<file path="src/rtl/pulse_width_amp_program_framer_unit_macros.svh">
// Assertion macros for the pulse-width programming framer.
// Used by the top level; needs nothing else.
`ifndef PULSE_WIDTH_AMP_PROGRAM_FRAMER_UNIT_MACROS_SVH
`define PULSE_WIDTH_AMP_PROGRAM_FRAMER_UNIT_MACROS_SVH

// Same-cycle implication, disabled during reset.
`define PWAPF_ASSERT_NOW(label, clk, rst_n, ante, cons) \
    label: assert property (@(posedge clk) disable iff (!rst_n) (ante) |-> (cons)) \
        else $error("pwapf assertion failed");

// Next-cycle implication, disabled during reset.
`define PWAPF_ASSERT_NEXT(label, clk, rst_n, ante, cons) \
    label: assert property (@(posedge clk) disable iff (!rst_n) (ante) |=> (cons)) \
        else $error("pwapf assertion failed");

`endif

</file>
<file path="src/rtl/pwapf_pkg.sv">
// Package for the pulse-width programming framer: types, codes and frame constants.
// No dependencies.
`timescale 1ns / 1ps
`default_nettype none

package pwapf_pkg;

    localparam int TIMER_WIDTH_DEF = 16;
    localparam int FRAME_LEN       = 38;
    localparam int INDEX_WIDTH     = 6;
    localparam int CFG_INDEX_WIDTH = 3;
    localparam int CFG_DATA_WIDTH  = 16;

    localparam logic [CFG_INDEX_WIDTH-1:0] CFG_FUNCTION_CODE = 3'd0;
    localparam logic [CFG_INDEX_WIDTH-1:0] CFG_OFFSET_FIELD  = 3'd1;
    localparam logic [CFG_INDEX_WIDTH-1:0] CFG_STAGE1_FIELD  = 3'd2;
    localparam logic [CFG_INDEX_WIDTH-1:0] CFG_STAGE2_FIELD  = 3'd3;
    localparam logic [CFG_INDEX_WIDTH-1:0] CFG_ONE_HIGH      = 3'd4;
    localparam logic [CFG_INDEX_WIDTH-1:0] CFG_ZERO_HIGH     = 3'd5;
    localparam logic [CFG_INDEX_WIDTH-1:0] CFG_GAP_LOW       = 3'd6;

    localparam logic [1:0] TGT_OFFSET = 2'd0;
    localparam logic [1:0] TGT_STAGE1 = 2'd1;
    localparam logic [1:0] TGT_STAGE2 = 2'd2;

    localparam logic [1:0] FUNCTION_CODE_RST = 2'd1;
    localparam logic [1:0] OFFSET_FIELD_RST  = 2'd2;
    localparam logic [1:0] STAGE1_FIELD_RST  = 2'd0;
    localparam logic [1:0] STAGE2_FIELD_RST  = 2'd1;
    localparam int         ONE_HIGH_RST      = 80;
    localparam int         ZERO_HIGH_RST     = 1;
    localparam int         GAP_LOW_RST       = 12;

    localparam logic [11:0] START_RUN   = 12'h801;
    localparam logic [11:0] END_RUN     = 12'h7FE;
    localparam logic [1:0]  DUMMY_PAIR  = 2'b10;
    localparam logic [7:0]  STAGE1_MASK = 8'h7F;
    localparam logic [7:0]  STAGE2_MASK = 8'h07;

    typedef enum logic [1:0] {
        ST_IDLE,
        ST_HIGH,
        ST_GAP,
        ST_EMIT
    } state_t;

    typedef struct packed {
        logic load;
        logic count;
    } timer_cmd_t;

endpackage

`default_nettype wire

</file>
<file path="src/rtl/pwapf_ifs.sv">
// Request channels of the framer: write command in, frame symbol out.
// Depends on nothing.
`timescale 1ns / 1ps
`default_nettype none

interface pwapf_cmd_if;
    logic       valid;
    logic       ready;
    logic [1:0] target;
    logic [7:0] value;
    logic       power_on;

    modport source (output valid, output target, output value, output power_on,
                    input ready);
    modport sink   (input valid, input target, input value, input power_on,
                    output ready);
endinterface

interface pwapf_sym_if;
    logic valid;
    logic ready;
    logic symbol;
    logic last;

    modport source (output valid, output symbol, output last, input ready);
    modport sink   (input valid, input symbol, input last, output ready);
endinterface

`default_nettype wire

</file>
<file path="src/rtl/pwapf_timer.sv">
// Shared phase timer: loads a count and runs it down to zero.
// Depends on pwapf_pkg.
`timescale 1ns / 1ps
`default_nettype none

module pwapf_timer #(
    parameter int TIMER_WIDTH = pwapf_pkg::TIMER_WIDTH_DEF
) (
    input  wire                         clk,
    input  wire                         rst_n,
    input  pwapf_pkg::timer_cmd_t       cmd,
    input  wire logic [TIMER_WIDTH-1:0] load_value,
    output logic                        done
);

    logic [TIMER_WIDTH-1:0] count_reg;
    logic [TIMER_WIDTH-1:0] count_next;

    assign done = (count_reg == '0);

    always_comb
    begin
        count_next = count_reg;
        if (cmd.load)
        begin
            count_next = load_value;
        end
        else if (cmd.count && !done)
        begin
            count_next = count_reg - TIMER_WIDTH'(1);
        end
    end

    always_ff @(posedge clk or negedge rst_n)
    begin
        if (!rst_n)
        begin
            count_reg <= '0;
        end
        else
        begin
            count_reg <= count_next;
        end
    end

endmodule

`default_nettype wire

</file>
<file path="src/rtl/pulse_width_amp_program_framer_unit.sv">
// Pulse-width programming framer: one command in, a 38-symbol frame out, one request each.
// Each symbol follows a high phase (the one or zero high count, chosen by that symbol's value)
// and a gap phase (the gap count), all paced by one shared down-counter.
// A command with power off or target code 3 is accepted and gives no symbol.
// Reset (rst_n, async, low): idle, timer zero, registers to defaults. Uses pwapf_pkg.
`timescale 1ns / 1ps
`default_nettype none
`include "pulse_width_amp_program_framer_unit_macros.svh"

module pulse_width_amp_program_framer_unit #(
    parameter int TIMER_WIDTH = pwapf_pkg::TIMER_WIDTH_DEF
) (
    input  wire                                          clk,
    input  wire                                          rst_n,
    pwapf_cmd_if.sink                                    cmd,
    pwapf_sym_if.source                                  sym,
    input  wire                                          cfg_we,
    input  wire logic [pwapf_pkg::CFG_INDEX_WIDTH-1:0]   cfg_index,
    input  wire logic [pwapf_pkg::CFG_DATA_WIDTH-1:0]    cfg_wdata
);

    localparam int FL = pwapf_pkg::FRAME_LEN;
    localparam int IW = pwapf_pkg::INDEX_WIDTH;

    logic [1:0]             function_code_reg;
    logic [1:0]             offset_field_reg;
    logic [1:0]             stage1_field_reg;
    logic [1:0]             stage2_field_reg;
    logic [TIMER_WIDTH-1:0] one_high_reg;
    logic [TIMER_WIDTH-1:0] zero_high_reg;
    logic [TIMER_WIDTH-1:0] gap_low_reg;

    pwapf_pkg::state_t      state_reg;
    pwapf_pkg::state_t      state_next;
    logic [FL-1:0]          frame_reg;
    logic [FL-1:0]          frame_next;
    logic [IW-1:0]          symbol_index_reg;
    logic [IW-1:0]          symbol_index_next;
    logic                   out_valid_reg;
    logic                   out_valid_next;
    logic                   out_symbol_reg;
    logic                   out_symbol_next;
    logic                   out_last_reg;
    logic                   out_last_next;

    pwapf_pkg::timer_cmd_t  timer_cmd;
    logic [TIMER_WIDTH-1:0] timer_load_value;
    logic                   timer_done;

    logic                   cmd_accept;
    logic                   send;
    logic [1:0]             field;
    logic [7:0]             code;
    logic                   at_last;
    logic                   out_free;

    pwapf_timer #(
        .TIMER_WIDTH (TIMER_WIDTH)
    ) u_timer (
        .clk        (clk),
        .rst_n      (rst_n),
        .cmd        (timer_cmd),
        .load_value (timer_load_value),
        .done       (timer_done)
    );

    assign cmd.ready  = (state_reg == pwapf_pkg::ST_IDLE);
    assign cmd_accept = cmd.valid && cmd.ready;
    assign sym.valid  = out_valid_reg;
    assign sym.symbol = out_symbol_reg;
    assign sym.last   = out_last_reg;
    assign at_last    = (symbol_index_reg == IW'(FL - 1));
    assign out_free   = !out_valid_reg || sym.ready;

    always_comb
    begin
        send  = cmd.power_on;
        field = offset_field_reg;
        code  = cmd.value;
        case (cmd.target)
            pwapf_pkg::TGT_OFFSET:
            begin
                field = offset_field_reg;
            end
            pwapf_pkg::TGT_STAGE1:
            begin
                field = stage1_field_reg;
                code  = cmd.value & pwapf_pkg::STAGE1_MASK;
            end
            pwapf_pkg::TGT_STAGE2:
            begin
                field = stage2_field_reg;
                code  = cmd.value & pwapf_pkg::STAGE2_MASK;
            end
            default:
            begin
                send = 1'b0;
            end
        endcase
    end

    always_comb
    begin
        state_next        = state_reg;
        frame_next        = frame_reg;
        symbol_index_next = symbol_index_reg;
        out_valid_next    = out_valid_reg && !sym.ready;
        out_symbol_next   = out_symbol_reg;
        out_last_next     = out_last_reg;
        timer_cmd         = '0;
        timer_load_value  = gap_low_reg;
        case (state_reg)
            pwapf_pkg::ST_IDLE:
            begin
                if (cmd_accept && send)
                begin
                    frame_next = {pwapf_pkg::START_RUN, function_code_reg, field,
                                  pwapf_pkg::DUMMY_PAIR, code, pwapf_pkg::END_RUN};
                    symbol_index_next = '0;
                    timer_cmd.load    = 1'b1;
                    timer_load_value  = pwapf_pkg::START_RUN[11] ? one_high_reg
                                                                 : zero_high_reg;
                    state_next        = pwapf_pkg::ST_HIGH;
                end
            end
            pwapf_pkg::ST_HIGH:
            begin
                timer_cmd.count = 1'b1;
                if (timer_done)
                begin
                    timer_cmd.load   = 1'b1;
                    timer_load_value = gap_low_reg;
                    state_next       = pwapf_pkg::ST_GAP;
                end
            end
            pwapf_pkg::ST_GAP:
            begin
                timer_cmd.count = 1'b1;
                if (timer_done)
                begin
                    state_next = pwapf_pkg::ST_EMIT;
                end
            end
            pwapf_pkg::ST_EMIT:
            begin
                if (out_free)
                begin
                    out_valid_next  = 1'b1;
                    out_symbol_next = frame_reg[FL-1];
                    out_last_next   = at_last;
                    frame_next      = {frame_reg[FL-2:0], 1'b0};
                    if (at_last)
                    begin
                        symbol_index_next = '0;
                        state_next        = pwapf_pkg::ST_IDLE;
                    end
                    else
                    begin
                        symbol_index_next = symbol_index_reg + IW'(1);
                        timer_cmd.load    = 1'b1;
                        timer_load_value  = frame_reg[FL-2] ? one_high_reg : zero_high_reg;
                        state_next        = pwapf_pkg::ST_HIGH;
                    end
                end
            end
            default:
            begin
                state_next = pwapf_pkg::ST_IDLE;
            end
        endcase
    end

    always_ff @(posedge clk or negedge rst_n)
    begin
        if (!rst_n)
        begin
            state_reg        <= pwapf_pkg::ST_IDLE;
            symbol_index_reg <= '0;
            out_valid_reg    <= 1'b0;
            frame_reg        <= '0;
            out_symbol_reg   <= 1'b0;
            out_last_reg     <= 1'b0;
        end
        else
        begin
            state_reg        <= state_next;
            symbol_index_reg <= symbol_index_next;
            out_valid_reg    <= out_valid_next;
            frame_reg        <= frame_next;
            out_symbol_reg   <= out_symbol_next;
            out_last_reg     <= out_last_next;
        end
    end

    always_ff @(posedge clk or negedge rst_n)
    begin
        if (!rst_n)
        begin
            function_code_reg <= pwapf_pkg::FUNCTION_CODE_RST;
            offset_field_reg  <= pwapf_pkg::OFFSET_FIELD_RST;
            stage1_field_reg  <= pwapf_pkg::STAGE1_FIELD_RST;
            stage2_field_reg  <= pwapf_pkg::STAGE2_FIELD_RST;
            one_high_reg      <= TIMER_WIDTH'(pwapf_pkg::ONE_HIGH_RST);
            zero_high_reg     <= TIMER_WIDTH'(pwapf_pkg::ZERO_HIGH_RST);
            gap_low_reg       <= TIMER_WIDTH'(pwapf_pkg::GAP_LOW_RST);
        end
        else if (cfg_we)
        begin
            case (cfg_index)
                pwapf_pkg::CFG_FUNCTION_CODE: function_code_reg <= cfg_wdata[1:0];
                pwapf_pkg::CFG_OFFSET_FIELD:  offset_field_reg  <= cfg_wdata[1:0];
                pwapf_pkg::CFG_STAGE1_FIELD:  stage1_field_reg  <= cfg_wdata[1:0];
                pwapf_pkg::CFG_STAGE2_FIELD:  stage2_field_reg  <= cfg_wdata[1:0];
                pwapf_pkg::CFG_ONE_HIGH:      one_high_reg      <= TIMER_WIDTH'(cfg_wdata);
                pwapf_pkg::CFG_ZERO_HIGH:     zero_high_reg     <= TIMER_WIDTH'(cfg_wdata);
                pwapf_pkg::CFG_GAP_LOW:       gap_low_reg       <= TIMER_WIDTH'(cfg_wdata);
                default:
                begin
                end
            endcase
        end
    end

    `PWAPF_ASSERT_NOW(a_last_ends_frame, clk, rst_n, out_valid_reg && out_last_reg, symbol_index_reg == '0)
    `PWAPF_ASSERT_NEXT(a_cmd_starts_frame, clk, rst_n, cmd_accept && send, state_reg == pwapf_pkg::ST_HIGH)
    `PWAPF_ASSERT_NOW(a_index_in_frame, clk, rst_n, state_reg != pwapf_pkg::ST_IDLE, symbol_index_reg < IW'(FL))
    `PWAPF_ASSERT_NEXT(a_emit_needs_gap, clk, rst_n, state_reg == pwapf_pkg::ST_GAP && !timer_done, state_reg == pwapf_pkg::ST_GAP)

endmodule

`default_nettype wire

</file>
<file path="src/flat_wrapper.sv">
// flat-port wrapper written by rule: the top's interface ports become plain ports
module pulse_width_amp_program_framer_unit_flat 
#(
    parameter int TIMER_WIDTH = pwapf_pkg::TIMER_WIDTH_DEF
)
  (clk, rst_n, cfg_we, cfg_index, cfg_wdata, cmd_valid, cmd_target, cmd_value, cmd_power_on, cmd_ready, sym_valid, sym_symbol, sym_last, sym_ready);
  pwapf_cmd_if cmd_i ();
  pwapf_sym_if sym_i ();
  input  wire clk;
  input  wire rst_n;
  input  wire cfg_we;
  input  wire logic [pwapf_pkg::CFG_INDEX_WIDTH-1:0] cfg_index;
  input  wire logic [pwapf_pkg::CFG_DATA_WIDTH-1:0] cfg_wdata;
  input wire logic [$bits(cmd_i.valid)-1:0] cmd_valid;
  input wire logic [$bits(cmd_i.target)-1:0] cmd_target;
  input wire logic [$bits(cmd_i.value)-1:0] cmd_value;
  input wire logic [$bits(cmd_i.power_on)-1:0] cmd_power_on;
  output wire logic [$bits(cmd_i.ready)-1:0] cmd_ready;
  output wire logic [$bits(sym_i.valid)-1:0] sym_valid;
  output wire logic [$bits(sym_i.symbol)-1:0] sym_symbol;
  output wire logic [$bits(sym_i.last)-1:0] sym_last;
  input wire logic [$bits(sym_i.ready)-1:0] sym_ready;
  assign cmd_i.valid = cmd_valid;
  assign cmd_i.target = cmd_target;
  assign cmd_i.value = cmd_value;
  assign cmd_i.power_on = cmd_power_on;
  assign cmd_ready = cmd_i.ready;
  assign sym_valid = sym_i.valid;
  assign sym_symbol = sym_i.symbol;
  assign sym_last = sym_i.last;
  assign sym_i.ready = sym_ready;
  pulse_width_amp_program_framer_unit #(.TIMER_WIDTH(TIMER_WIDTH)) u_core (.clk(clk), .rst_n(rst_n), .cmd(cmd_i), .sym(sym_i), .cfg_we(cfg_we), .cfg_index(cfg_index), .cfg_wdata(cfg_wdata));
endmodule
</file>
<file path="config.mk">
export PLATFORM = sky130hd
export DESIGN_NAME = pulse_width_amp_program_framer_unit_flat
export DESIGN_NICKNAME = d
export VERILOG_FILES = /design/src/rtl/pwapf_pkg.sv /design/src/rtl/pwapf_ifs.sv /design/src/rtl/pwapf_timer.sv /design/src/rtl/pulse_width_amp_program_framer_unit.sv /design/src/flat_wrapper.sv
export VERILOG_INCLUDE_DIRS = /design/src /design/src/rtl
export SDC_FILE = /design/constraint.sdc
export NUM_CORES = 1
export LEC_CHECK = 0
export BUFFER_PORTS_ARGS = -buffer_cell sky130_fd_sc_hd__buf_2
export CAP_MARGIN = 10
export CORE_AREA = 2 2 84 166
export CTS_BUF_LIST = sky130_fd_sc_hd__clkbuf_2
export CTS_CLUSTER_SIZE = 28
export DETAILED_ROUTE_END_ITERATION = 6
export DIE_AREA = 0 0 86 168
export GPL_TIMING_DRIVEN = 1
export HOLD_SLACK_MARGIN = 0.05
export PLACE_DENSITY = 0.71
export SETUP_SLACK_MARGIN = 0.02
export SYNTH_ARGS = -nofsm -noshare
export SYNTH_HDL_FRONTEND = slang
export SYNTH_HIERARCHICAL = 1
export SYNTH_SLANG_ARGS = --single-unit
</file>
<file path="constraint.sdc">
create_clock -name clk -period 3.1 [get_ports clk]
set_input_delay 0.62 -clock clk [delete_from_list [all_inputs] [get_ports clk]]
set_output_delay 0.62 -clock clk [all_outputs]
set_load 0.02 [all_outputs]
</file>
==> out/qor.yml <==
outcome: "complete, no violations"
place_area_mm2: 0.006160
drt_iter0_drc: 206
final.setup_skew_ps: 26.98
drive_above_1_share_pct: 29.36
cts_sinks: 120
crit_path_end_kind: "flop"
grt-ovfl-total: 0
synth-edff-count: 0
async_reset_ff_share_pct: 100.0
drc: 0
cts_tree: "done"
critPathRequiredTime_ps: 3640
synth_seq_cells: 120
fin_crit_ps: 2675
tns_ps: 0
synth_cells: 489
dpl.hpwl_mm: 8.092
die_w_um: 86
grtUsageTotal_pct: 17.53
slew_violations: 0
avgSynthCellArea_um2: 11.86
synth_warnings: 6
gp_congestion: 0.8257
hold_violations: 0
worstSetupPathType: "flop to flop"
final_common_cell: "dfrtp_1"
largest_reg_flops: 37
whs_ps: 195.4
tightest_slew_ps: 680.5
wl_mm: 11.96
postRouteAntennaNets: 0
final_nets: 579
fmax_mhz: 373.8
final_cell_mix: "dfrtp_1, mux2_2, buf_2, nand2_1, nor2_1"
rsz0062_at_grt: "no"
die_area_mm2: 0.01445
clk_path_buf_depth: 2
htree_levels: 4
grt_max_degree: 54
vias_per_cell: 5.857
cp_max_fo: 16
num_rows: 60
setup_violations: 0
antenna_found_initial: 1
synth_seq_area_share_pct: 51.93
clockRootBuffer: "clkbuf_2"
syn-num-nets: 536
area_delta_synth_final_pct: 9.834
min_path_type: "input port to flop"
ios: 39
worstSkewPairLatency_ps: 670
netlist_area_mm2: 0.005802
power_leakage_nw: 2.758
dr.pass1.iters: 5
die_h_um: 168
peakVddDrop_v: 0.0003695
numCtsBuffers: 17
final_util_pct: 47.96
grt_pass1_vias: 4163
powerDensity_mw_per_mm2: 476.7
crit_arrival_ps: 3210
final_area_mm2: 0.006372
grt_pass1_wl_mm: 20.12
start_kind: "flop"
synth_cell_type_count: 71
cap_violations: 0
numPortBuffers: 38
post-route-period-util_pct: 86.29
clkSlewWorstSetupHoldPaths_ps: 180
core_mm2: 0.01329
start_util_pct: 43.66
dr_total_vias: 4106
maxSlewHeadroom_pct: 54.63
wl_per_cell_um: 17.06
synthFlopType: "dfrtp_1"
cells in the mapped netlist (all sizes together) (4+ instances only):
cell type / n / area [um2]
dfrtp: 112 / 2803
mux2: 57 / 641.9
nand2: 27 / 101.4
nor2: 24 / 90.09
a221o: 18 / 181.4
nor3b: 18 / 135.1
o21ai: 18 / 105.1
inv: 17 / 63.81
buf: 15 / 98.84
a21oi: 14 / 70.07
a22o: 12 / 105.1
clkbuf: 12 / 45.04
ha: 12 / 150.1
o22a: 11 / 96.34
nor3: 9 / 50.05
dfstp: 8 / 210.2
nand3: 8 / 40.04
or4: 8 / 65.06
a221oi: 6 / 52.55
nand4: 6 / 37.54
a31oi: 5 / 31.28
mux2i: 5 / 50.05
nand2b: 5 / 31.28
o31ai: 5 / 37.54
nand4b: 4 / 50.05
o211ai: 4 / 30.03
or3: 4 / 30.03
path summary, 6_finish.rpt:
kind                                                         start                                       end  slack [ps]  cells past startpoint
setup / recovery           u_core/u_timer/count_reg[0]$_DFFE_PN0P_  u_core/u_timer/count_reg[11]$_DFFE_PN0P_         420                     11
setup reg to reg           u_core/u_timer/count_reg[0]$_DFFE_PN0P_  u_core/u_timer/count_reg[11]$_DFFE_PN0P_         420                     11
min in group asynchronous                                    rst_n        u_core/gap_low_reg[15]$_DFFE_PN0P_         510                      2
max in group asynchronous                                    rst_n           u_core/frame_reg[3]$_DFFE_PN0P_        1680                      3
hold / removal                                       cfg_wdata[10]       u_core/one_high_reg[10]$_DFFE_PN0P_         200                      2
hold reg to reg                    u_core/frame_reg[4]$_DFFE_PN0P_           u_core/frame_reg[5]$_DFFE_PN0P_         480                      1
metrics by stage:
stage | std cells | worst slack (ps) | power (mW)
floorplan | 489 | 652.8 | 2.059
global placement | 667 | 446.7 | 2.177
detailed placement | 667 | 386.9 | 2.196
CTS | 700 | 430.8 | 3.075
global route | 701 | 90.80 | 3.189
finish | 701 | 424.9 | 3.038
kinds of logic (layout without fill, tap and decap cells):
logic type      count (synthesis)  in the layout  share of synthesized area, %
compound gates                116            116                         16.09
mux                            62             62                         11.93
fa+ha+maj                      12             12                         2.588
simple gates                  135            135                         13.89
buf+inv                        44            100                         3.580
other cells                     0              1                             0
flops                         120            120                         51.93
critical path, cell delays in order, from the launching register on:
cell       delay, ps
dfrtp_1          420
inv_1             80
ha_1             240
nor4b_2          320
nand4_1          220
inv_1            150
a21oi_1           70
a21oi_1          290
inv_1            310
nand2_1          170
a2bb2oi_1        170
o211ai_1         110
cell type report:
type / count / area, um2
Antenna cell: 1 / 2.502
Sequential cell: 120 / 3013
Tap cell: 155 / 193.9
Multi-Input combinational cell: 325 / 2581
Clock buffer: 18 / 90.09
Timing Repair Buffer: 51 / 317.8
Inverter: 17 / 63.81
Clock inverter: 14 / 110.1
Fill cell: 1192 / 6915
layer usage:
layer / vias to the layer above / wire [um] / global-route usage, %
met3: 16 / 513 / 3.676
li1: 1931 / - / -
met4: 0 / 176 / 7.246
met1: 2054 / 5577 / 24.36
met2: 105 / 5692 / 26.59
met5: - / 0 / 0
where the power goes:
group	internal, mW	switching, mW	total [mW]	leakage [nW]
clock	0.278	0.594	0.872	0.112
combinational	0.207	0.133	0.339	1.16
sequential	1.74	0.0851	1.83	1.49
total	2.23	0.812	3.04	2.76
what timing repair did:
action | 4_1_cts | 5_1_grt
gates resized for setup | 0 | 0
setup buffers | 0 | 0
hold endpoints to repair | 48 | 0
hold buffers | 1 | 0
(Power assumes the default switching activity.)
